`src/table_driven_fsm_engine_defines.svh`:
```
// Assertion macros for the table-driven FSM engine.
// Each macro expects signals named clk and rst in the scope where it is used.
`ifndef TABLE_DRIVEN_FSM_ENGINE_DEFINES_SVH
`define TABLE_DRIVEN_FSM_ENGINE_DEFINES_SVH

`ifndef ASSERT_OFF

`define TDFE_ASSERT_IMPL(lbl, ante, cons, msg) \
  lbl: assert property (@(posedge clk) disable iff (rst) (ante) |-> (cons)) \
    else $error(msg);

`define TDFE_ASSERT_NEXT(lbl, ante, cons, msg) \
  lbl: assert property (@(posedge clk) disable iff (rst) (ante) |=> (cons)) \
    else $error(msg);

`else

`define TDFE_ASSERT_IMPL(lbl, ante, cons, msg)

`define TDFE_ASSERT_NEXT(lbl, ante, cons, msg)

`endif

`endif

```
`src/tdfe_pkg.sv`:
```
`default_nettype none

package tdfe_pkg;

  localparam int MAX_STATES      = 16;
  localparam int MAX_TRANSITIONS = 64;
  localparam int NUM_GUARDS      = 16;

  localparam int STATE_W = $clog2(MAX_STATES);
  localparam int SLOT_W  = $clog2(MAX_TRANSITIONS);
  localparam int CNT_W   = SLOT_W + 1;
  localparam int SCNT_W  = 5;

  // commands
  localparam logic [2:0] CMD_EVENT    = 3'd0;
  localparam logic [2:0] CMD_WR_DESC  = 3'd1;
  localparam logic [2:0] CMD_WR_TRANS = 3'd2;
  localparam logic [2:0] CMD_START    = 3'd3;
  localparam logic [2:0] CMD_STOP     = 3'd4;

  // result status
  localparam logic [2:0] STAT_DONE       = 3'd0;
  localparam logic [2:0] STAT_IGNORED    = 3'd1;
  localparam logic [2:0] STAT_NO_MATCH   = 3'd2;
  localparam logic [2:0] STAT_BLOCKED    = 3'd3;
  localparam logic [2:0] STAT_BAD_TARGET = 3'd4;
  localparam logic [2:0] STAT_REJECT     = 3'd5;

  // guard modes
  localparam logic [1:0] GM_NONE  = 2'd0;
  localparam logic [1:0] GM_TRUE  = 2'd1;
  localparam logic [1:0] GM_FALSE = 2'd2;
  localparam logic [1:0] GM_BAD   = 2'd3;

  typedef struct packed {
    logic [2:0]  command;
    logic [7:0]  event_code;
    logic [15:0] guard_bits;
    logic [5:0]  slot_index;
    logic [7:0]  state_value;
    logic [5:0]  trans_base;
    logic [6:0]  trans_count;
    logic [1:0]  state_action_flags;
    logic [3:0]  guard_index;
    logic [1:0]  guard_mode;
    logic        action_present;
    logic [7:0]  action_code;
  } item_t;

  typedef struct packed {
    logic [2:0] status;
    logic       transitioned;
    logic [3:0] old_state;
    logic [3:0] new_state;
    logic       exit_fire;
    logic       entry_fire;
    logic       action_fire;
    logic [7:0] fired_action;
  } result_t;

  // state descriptor, bit1 of flags = exit action, bit0 = entry action
  typedef struct packed {
    logic [SLOT_W-1:0] base;
    logic [CNT_W-1:0]  count;
    logic [1:0]        flags;
  } desc_t;

  typedef struct packed {
    logic [7:0] ev_code;
    logic [7:0] target;
    logic [3:0] gidx;
    logic [1:0] gmode;
    logic       has_act;
    logic [7:0] act;
  } trans_t;

  typedef struct packed {
    logic               we;
    logic [STATE_W-1:0] addr;
    desc_t              data;
  } desc_wr_t;

  typedef struct packed {
    logic              we;
    logic [SLOT_W-1:0] addr;
    trans_t            data;
  } trans_wr_t;

endpackage

`default_nettype wire

```
`src/tdfe_desc_ram.sv`:
```
`default_nettype none

module tdfe_desc_ram (
  input  wire                           clk,
  input  wire                           rst,
  input  tdfe_pkg::desc_wr_t            wr,
  input  wire  [tdfe_pkg::STATE_W-1:0]  raddr,
  output tdfe_pkg::desc_t               rdata
);
  import tdfe_pkg::*;

  desc_t           mem [MAX_STATES];
  desc_t           rd_q;
  logic [MAX_STATES-1:0] valid;
  logic            rd_valid;

  always_ff @(posedge clk) begin
    if (wr.we) begin
      mem[wr.addr] <= wr.data;
    end
    rd_q <= mem[raddr];
  end

  // entries never written read as an empty descriptor
  always_ff @(posedge clk) begin
    if (rst) begin
      valid    <= '0;
      rd_valid <= 1'b0;
    end else begin
      if (wr.we) begin
        valid[wr.addr] <= 1'b1;
      end
      rd_valid <= valid[raddr];
    end
  end

  assign rdata = rd_valid ? rd_q : '0;

endmodule

`default_nettype wire

```
`src/tdfe_trans_ram.sv`:
```
`default_nettype none

module tdfe_trans_ram (
  input  wire                          clk,
  input  tdfe_pkg::trans_wr_t          wr,
  input  wire  [tdfe_pkg::SLOT_W-1:0]  raddr,
  output tdfe_pkg::trans_t             rdata
);
  import tdfe_pkg::*;

  trans_t mem [MAX_TRANSITIONS];
  trans_t rd_q;

  always_ff @(posedge clk) begin
    if (wr.we) begin
      mem[wr.addr] <= wr.data;
    end
    rd_q <= mem[raddr];
  end

  assign rdata = rd_q;

endmodule

`default_nettype wire

```
`src/tdfe_seq.sv`:
```
`default_nettype none
`include "table_driven_fsm_engine_defines.svh"

module tdfe_seq (
  input  wire                           clk,
  input  wire                           rst,
  input  wire                           start,
  output logic                          busy,
  input  tdfe_pkg::item_t               item,
  input  wire  [tdfe_pkg::SCNT_W-1:0]   nvalid,
  output tdfe_pkg::desc_wr_t            desc_wr,
  output logic [tdfe_pkg::STATE_W-1:0]  desc_raddr,
  input  tdfe_pkg::desc_t               desc_rdata,
  output tdfe_pkg::trans_wr_t           trans_wr,
  output logic [tdfe_pkg::SLOT_W-1:0]   trans_raddr,
  input  tdfe_pkg::trans_t              trans_rdata,
  output logic                          done,
  output tdfe_pkg::result_t             result
);
  import tdfe_pkg::*;

  typedef enum logic [3:0] {
    S_IDLE  = 4'b0001,
    S_DESC  = 4'b0010,
    S_SCAN  = 4'b0100,
    S_ENTRY = 4'b1000
  } seq_state_t;

  seq_state_t            st;
  logic                  active;
  logic [STATE_W-1:0]    cur_state;
  logic [7:0]            ev_q;
  logic [NUM_GUARDS-1:0] gbits_q;
  logic [SLOT_W-1:0]     slot_q;
  logic [CNT_W-1:0]      rem;
  logic                  exit_flag;
  logic                  matched;
  logic [STATE_W-1:0]    hit_tgt;
  logic                  hit_act_p;
  logic [7:0]            hit_act;

  logic acc;
  logic ev_ok;
  logic desc_ok;
  logic trans_ok;
  logic start_ok;
  logic start_take;
  logic ev_match;
  logic tgt_bad;
  logic gbit;
  logic pass;
  logic last;

  assign busy = (st != S_IDLE);
  assign acc  = start && (st == S_IDLE);

  assign ev_ok    = (item.event_code != 8'd0) && active
                 && ({1'b0, cur_state} < nvalid);
  assign desc_ok  = (item.slot_index < 6'(MAX_STATES))
                 && (({2'b00, item.trans_base} + {1'b0, item.trans_count})
                     <= 8'(MAX_TRANSITIONS));
  assign trans_ok = ({1'b0, item.slot_index} < 7'(MAX_TRANSITIONS))
                 && (item.guard_mode != GM_BAD)
                 && ({1'b0, item.guard_index} < 5'(NUM_GUARDS));
  assign start_ok = item.state_value < {3'b000, nvalid};
  // start that actually moves the machine: inactive machine and a valid state
  assign start_take = (item.command == CMD_START) && !active && start_ok;

  // evaluation of the slot whose entry arrives this cycle
  assign ev_match = (trans_rdata.ev_code == ev_q);
  assign tgt_bad  = trans_rdata.target >= {3'b000, nvalid};
  assign gbit     = gbits_q[trans_rdata.gidx];
  assign pass     = (trans_rdata.gmode == GM_NONE)
                 || ((trans_rdata.gmode == GM_TRUE) && gbit)
                 || ((trans_rdata.gmode == GM_FALSE) && !gbit);
  assign last     = (rem == CNT_W'(1)) || (slot_q == {SLOT_W{1'b1}});

  always_comb begin
    desc_wr.we         = acc && (item.command == CMD_WR_DESC) && desc_ok;
    desc_wr.addr       = item.slot_index[STATE_W-1:0];
    desc_wr.data.base  = item.trans_base;
    desc_wr.data.count = item.trans_count;
    desc_wr.data.flags = item.state_action_flags;

    trans_wr.we           = acc && (item.command == CMD_WR_TRANS) && trans_ok;
    trans_wr.addr         = item.slot_index[SLOT_W-1:0];
    trans_wr.data.ev_code = item.event_code;
    trans_wr.data.target  = item.state_value;
    trans_wr.data.gidx    = item.guard_index;
    trans_wr.data.gmode   = item.guard_mode;
    trans_wr.data.has_act = item.action_present;
    trans_wr.data.act     = item.action_code;

    // current state's descriptor on accept, target's descriptor on a hit
    desc_raddr  = (st == S_SCAN) ? trans_rdata.target[STATE_W-1:0] : cur_state;
    // slots are fetched one ahead of the check
    trans_raddr = (st == S_DESC) ? desc_rdata.base : slot_q + SLOT_W'(1);
  end

  always_ff @(posedge clk) begin
    if (rst) begin
      st        <= S_IDLE;
      active    <= 1'b0;
      cur_state <= '0;
      done      <= 1'b0;
    end else begin
      case (st)
        S_IDLE: begin
          if (start) begin
            ev_q                <= item.event_code;
            gbits_q             <= item.guard_bits;
            result.transitioned <= 1'b0;
            result.old_state    <= cur_state;
            result.new_state    <= start_take ? item.state_value[STATE_W-1:0] : cur_state;
            result.exit_fire    <= 1'b0;
            result.entry_fire   <= 1'b0;
            result.action_fire  <= 1'b0;
            result.fired_action <= 8'd0;
            case (item.command)
              CMD_EVENT: begin
                result.status <= STAT_IGNORED;
                done          <= !ev_ok;
                if (ev_ok) begin
                  st <= S_DESC;
                end
              end
              CMD_WR_DESC: begin
                result.status <= desc_ok ? STAT_DONE : STAT_REJECT;
                done          <= 1'b1;
              end
              CMD_WR_TRANS: begin
                result.status <= trans_ok ? STAT_DONE : STAT_REJECT;
                done          <= 1'b1;
              end
              CMD_START: begin
                if (start_take) begin
                  cur_state     <= item.state_value[STATE_W-1:0];
                  active        <= 1'b1;
                  result.status <= STAT_DONE;
                end else if (active) begin
                  result.status <= STAT_IGNORED;
                end else begin
                  result.status <= STAT_REJECT;
                end
                done <= 1'b1;
              end
              CMD_STOP: begin
                active        <= 1'b0;
                result.status <= STAT_DONE;
                done          <= 1'b1;
              end
              default: begin
                result.status <= STAT_IGNORED;
                done          <= 1'b1;
              end
            endcase
          end else begin
            done <= 1'b0;
          end
        end
        S_DESC: begin
          slot_q    <= desc_rdata.base;
          rem       <= desc_rdata.count;
          exit_flag <= desc_rdata.flags[1];
          matched   <= 1'b0;
          done      <= (desc_rdata.count == '0);
          if (desc_rdata.count == '0) begin
            result.status <= STAT_NO_MATCH;
            st            <= S_IDLE;
          end else begin
            st <= S_SCAN;
          end
        end
        S_SCAN: begin
          if (ev_match && tgt_bad) begin
            result.status <= STAT_BAD_TARGET;
            done          <= 1'b1;
            st            <= S_IDLE;
          end else if (ev_match && pass) begin
            hit_tgt   <= trans_rdata.target[STATE_W-1:0];
            hit_act_p <= trans_rdata.has_act;
            hit_act   <= trans_rdata.act;
            if (trans_rdata.target[STATE_W-1:0] != cur_state) begin
              done <= 1'b0;
              st   <= S_ENTRY;
            end else begin
              // self transition: no exit or entry
              result.status       <= STAT_DONE;
              result.transitioned <= 1'b1;
              result.action_fire  <= trans_rdata.has_act;
              result.fired_action <= trans_rdata.has_act ? trans_rdata.act : 8'd0;
              done                <= 1'b1;
              st                  <= S_IDLE;
            end
          end else begin
            if (ev_match) begin
              matched <= 1'b1;
            end
            if (last) begin
              result.status <= (matched || ev_match) ? STAT_BLOCKED : STAT_NO_MATCH;
              done          <= 1'b1;
              st            <= S_IDLE;
            end else begin
              slot_q <= slot_q + SLOT_W'(1);
              rem    <= rem - CNT_W'(1);
              done   <= 1'b0;
            end
          end
        end
        S_ENTRY: begin
          cur_state           <= hit_tgt;
          result.status       <= STAT_DONE;
          result.transitioned <= 1'b1;
          result.new_state    <= hit_tgt;
          result.exit_fire    <= exit_flag;
          result.entry_fire   <= desc_rdata.flags[0];
          result.action_fire  <= hit_act_p;
          result.fired_action <= hit_act_p ? hit_act : 8'd0;
          done                <= 1'b1;
          st                  <= S_IDLE;
        end
        default: begin
          done <= 1'b0;
          st   <= S_IDLE;
        end
      endcase
    end
  end

  `TDFE_ASSERT_NEXT(a_accept_progress, acc, done || (st != S_IDLE), "accepted item stalled")
  `TDFE_ASSERT_IMPL(a_scan_count, st == S_SCAN, rem != '0, "scan with no slots left")
  `TDFE_ASSERT_IMPL(a_took_done, done && result.transitioned, result.status == STAT_DONE, "transition with bad status")
  `TDFE_ASSERT_IMPL(a_no_take_quiet, done && !result.transitioned, !result.exit_fire && !result.entry_fire && !result.action_fire && (result.fired_action == 8'd0), "action fired without transition")
  `TDFE_ASSERT_IMPL(a_change_fire, done && (result.exit_fire || result.entry_fire), result.old_state != result.new_state, "exit or entry without state change")

endmodule

`default_nettype wire

```
`src/table_driven_fsm_engine.sv`:
```
// Table-driven state machine engine; results cannot be stalled by the receiver.
// Writes, start, stop and ignored events give their result in the cycle after accept.
// An event reads the current state's descriptor, then scans its n slots (0..64), then,
// when the state changes, reads the target descriptor; busy stays high and clears as done rises.
// Throughput: one item at a time, one transition slot per cycle from the slot memory.
// Reset (rst, sync): machine inactive, state 0, descriptors empty, state_count 16.
`default_nettype none

module table_driven_fsm_engine (
  input  wire                                 clk,
  input  wire                                 rst,
  // command channel
  input  wire                                 start,
  output logic                                busy,
  input  tdfe_pkg::item_t                     item,
  // result strobe, one cycle per item
  output logic                                done,
  output tdfe_pkg::result_t                   result,
  // state_count register write
  input  wire                                 cfg_valid,
  output logic                                cfg_ready,
  input  wire  [tdfe_pkg::SCNT_W-1:0]         cfg_data
);
  import tdfe_pkg::*;

  logic [SCNT_W-1:0]  state_count;
  logic [SCNT_W-1:0]  nvalid;

  desc_wr_t           desc_wr;
  logic [STATE_W-1:0] desc_raddr;
  desc_t              desc_rdata;
  trans_wr_t          trans_wr;
  logic [SLOT_W-1:0]  trans_raddr;
  trans_t             trans_rdata;

  // config is only taken between items, never on the edge that takes an item
  assign cfg_ready = !busy && !start;

  always_ff @(posedge clk) begin
    if (rst) begin
      state_count <= SCNT_W'(MAX_STATES);
    end else if (cfg_valid && cfg_ready) begin
      state_count <= cfg_data;
    end
  end

  // valid states: state_count saturated at the table depth
  assign nvalid = (state_count > SCNT_W'(MAX_STATES)) ? SCNT_W'(MAX_STATES) : state_count;

  // descriptors: 16 entries, valid bits give the cleared-at-reset view
  tdfe_desc_ram u_desc (
    .clk   (clk),
    .rst   (rst),
    .wr    (desc_wr),
    .raddr (desc_raddr),
    .rdata (desc_rdata)
  );

  // transition slots: contents undefined until written
  tdfe_trans_ram u_trans (
    .clk   (clk),
    .wr    (trans_wr),
    .raddr (trans_raddr),
    .rdata (trans_rdata)
  );

  // sequencer: command decode, slot scan, result register
  tdfe_seq u_seq (
    .clk         (clk),
    .rst         (rst),
    .start       (start),
    .busy        (busy),
    .item        (item),
    .nvalid      (nvalid),
    .desc_wr     (desc_wr),
    .desc_raddr  (desc_raddr),
    .desc_rdata  (desc_rdata),
    .trans_wr    (trans_wr),
    .trans_raddr (trans_raddr),
    .trans_rdata (trans_rdata),
    .done        (done),
    .result      (result)
  );

endmodule

`default_nettype wire
```
`config.mk`:
```
export PLATFORM = sky130hd
export DESIGN_NAME = table_driven_fsm_engine
export DESIGN_NICKNAME = d
export VERILOG_FILES = /design/src/tdfe_pkg.sv /design/src/tdfe_desc_ram.sv /design/src/tdfe_trans_ram.sv /design/src/tdfe_seq.sv /design/src/table_driven_fsm_engine.sv
export VERILOG_INCLUDE_DIRS = /design/src /design/src/src
export SDC_FILE = /design/constraint.sdc
export NUM_CORES = 2
export LEC_CHECK = 0
export ABC_AREA = 1
export BUFFER_PORTS_ARGS = -buffer_cell sky130_fd_sc_hd__buf_2
export CAP_MARGIN = 20
export CORE_ASPECT_RATIO = 1.75
export CORE_UTILIZATION = 49
export CTS_BUF_LIST = sky130_fd_sc_hd__clkbuf_4 sky130_fd_sc_hd__clkbuf_8
export DETAILED_ROUTE_END_ITERATION = 10
export PLACE_DENSITY = 0.64
export SETUP_SLACK_MARGIN = 0.02
export SLEW_MARGIN = 10
export SYNTH_ARGS = -nofsm -noshare
export SYNTH_HDL_FRONTEND = slang
export SYNTH_HIERARCHICAL = 1
export SYNTH_SLANG_ARGS = --single-unit
```
`constraint.sdc`:
```
create_clock -name clk -period 15.25 [get_ports clk]
set_clock_uncertainty 0.2 [all_clocks]
set_input_delay 1.525 -clock clk [delete_from_list [all_inputs] [get_ports clk]]
set_output_delay 1.525 -clock clk [all_outputs]
set_load 0.02 [all_outputs]
```
==> impl_metrics.toml <==
[synthesis]
synth_area_leaders = "edfxtp_1 (71%), nand2_1 (10%), nand3_1 (9.2%), dfxtp_1 (1.6%), buf_2 (1.5%)"
synthFlopType = "edfxtp_1"
yosysWarningCount = 6
ys_top_cells_by_count = "nand2_1 (2684), edfxtp_1 (2299), nand3_1 (1775)"
synth_fp_nets = 8324
synth_cell_types = 49
synth-async-reset-ratio = 0
synth_area_um2 = 96600
yosysMostFrequentCell = "nand2_1"
synth-edff-count = 2299
synthCells = 8222
synth-seq-cells = 2377
yosysSeqAreaShare = 0.731
synth_top_area_frac = 0.715
syn_avg_cell_area_um2 = 11.7
synth.largest_area_cell = "edfxtp_1"

[finish]
finalNetCount = 8366
area_growth_pct = 10.2
post-route-util = 0.544
drive_gt1_frac = 0.107
fin_cells = 11100

[global_routing]
track_usage = 0.292
antenna_found_initial = 16
grt_pass1_wl_um = 419000
grt_pass1_vias = 61800
grt_max_degree = 188
grt_remaining_overflow = 0

[drt]
wl_per_cell_um = 26.4
drtAntennaViolNets = 0
drtIter0Drc = 7410
first_pass_iters = 8
drc = 0
via_per_inst = 5.83
wirelength_um = 293000
num_vias = 64800

[clock_tree]
cts_setup_buffers = 0
ctsResizeCount = 0
cts_sinks = 2377
ctsHtreeMaxLevel = 5
clock_tree.root_cell = "clkbuf_8"
postCtsHoldBufs = 0
cts_buffer_depth = 4
clk_pin_slew_ps = 70
clk_latency_ps = 940
cts_tree = "yes"
cts_buffers = 329

[run_status]
status = "complete, no violations"

[power]
p_switching_w = 0.00268
p_leak_nw = 38.1
swShare = 0.215
pwr-share-seq = 0.577
powerDensity_nw_per_um2 = 117
max-vdd-ir-drop_uv = 93.7
clkPwrFrac = 0.393
p_int_w = 0.00979
power_frac_comb = 0.031

[run]
maxCapViolCount = 0

[timing]
min_period_over_period = 0.411
fmaxAchievable_ghz = 0.160
slew_headroom = 0.207
slew_violations = 0
finalSetupViolations = 0
final-hold-violation-count = 0
worst_slew_pin_slew_ps = 1190
rsz0062_at_grt = "false"
fin_hold_ws_ps = 259
period_needed_ps = 6260
setup-tns-final_ps = 0

[floorplan]
core_region_area_um2 = 196000
io_pins = 106
die-area_um2 = 199000
start_util = 0.493
die_h_um = 589
dieWidth_um = 338
row_count = 215

[critical_path]
worstSetupPathType = "register to register"
cp_max_fo = 187
critPathLaunchType = "register"
cp.arrival_ps = 6920
cp-end-kind = "register"
critPathRequiredTime_ps = 15910

[placement]
place_inst = 10500
port_buffers = 105
place_congestion = 0.956
dp_hpwl_um = 171000

[hold_path]
hold_path_class = "register to register"
==> final timing paths <==
| check | startpoint | endpoint | slack, ps | depth (start not counted) |
|---|---|---|---|---|
| min reg2reg | u_desc/valid[10] | u_desc/valid[10] | 260 | 2 |
| min | u_desc/valid[10] | u_desc/valid[10] | 260 | 2 |
| max | u_seq/st[3] | u_trans/rdata[4] | 8990 | 17 |
| max reg2reg | u_seq/st[3] | u_trans/rdata[4] | 8990 | 17 |
==> area by class of cell <==
type,instances,area (um2)
timing repair buffer,268,2430
fill,16500,89400
clock buffer,470,5720
antenna,7,17.5
clock inverter,106,679
inverter,168,657
sequential,2377,70600
tap,2604,3260
multi-input combinational,5120,23100
==> worst max-delay path: stages (launching register included) <==
cell     delay [ps]
dfxtp_1         350
nor2_1          180
inv_1            90
nor3_4          520
nand2_1         200
o21ai_4          90
buf_4           550
buf_12          640
buf_12          530
buf_4           870
nand2_1         140
nand3_1         130
nand3_1          80
nand2_1         180
nand2_1          80
nand3_1         110
nand3_1         540
nand2_1         250
==> power groups by stage <==
| stage | clock network (W) | registers, W | logic [W] |
|---|---|---|---|
| floorplan | 0 | 0.00733 | 0.000198 |
| global placement | 0 | 0.00733 | 0.000367 |
| detailed placement | 0 | 0.00733 | 0.000376 |
| CTS | 0.00496 | 0.00719 | 0.000377 |
| global route | 0.00520 | 0.00719 | 0.000403 |
| finish | 0.00489 | 0.00719 | 0.000382 |
==> placed cells by master, fill, tap and decap left out, types with 5 or more instances in the layout <==
cell type,Yosys,layout
o211ai_1,61,61
dfxtp_1,78,78
nor2_4,0,57
nor3_4,5,5
clkinv_1,3,55
xor2_1,12,12
buf_4,81,116
nor4_2,0,8
buf_16,0,13
clkbuf_4,0,119
o21ai_4,0,8
nand2_1,2684,2684
inv_6,0,7
inv_2,19,16
clkinv_2,1,36
diode_2,0,7
inv_1,145,145
nor2_1,250,193
buf_2,299,105
clkbuf_8,0,351
bufinv_16,0,7
a21oi_1,65,65
nor3_1,12,11
o21ai_0,138,128
ha_1,21,21
nand3_1,1775,1775
nor4_1,14,6
nand4_1,16,16
buf_12,0,34
edfxtp_1,2299,2299
o21ai_1,29,30
xnor2_1,6,6
==> logic make-up after synthesis <==
logic type               synth area share
XOR/XNOR                          0.00163
AO/OA/AOI/OAI                      0.0177
adder cells (fa/ha/maj)           0.00293
buffers and inverters              0.0359
AND/OR/NAND/NOR                     0.211
flip-flops                          0.731
==> per-layer routing <==
layer | vias up | part of all wire | GRT usage
li1 | 28900 | - | -
met1 | 31800 | 0.35 | 0.352
met2 | 3376 | 0.48 | 0.471
met3 | 658 | 0.080 | 0.0430
met4 | 2 | 0.085 | 0.224
met5 | - | 0.000065 | 0
==> metrics by stage <==
stage	setup WS, ps	instance area, um2	total power (W)
after floorplan	9070	96600	0.00753
after global placement	9140	99200	0.00770
after detailed placement	9110	99600	0.00771
after CTS	9070	106000	0.0125
after global routing	8750	106000	0.0128
final	8990	106000	0.0125
==> flip-flops by register name, summed over array words and instances, names as in the netlist, 4 cells and up <==
register,cells
u_trans/mem,1984
u_desc/mem,240
u_trans/rdata,31
u_seq/result,23
u_desc/valid,16
u_seq/gbits_q,16
u_desc/rd_q,15
u_seq/ev_q,8
u_seq/hit_act,8
u_seq/rem,7
u_seq/slot_q,6
state_count,5
u_seq/cur_state,4
u_seq/hit_tgt,4
u_seq/st,4
No activity file was read; power rests on OpenSTA's default activity.
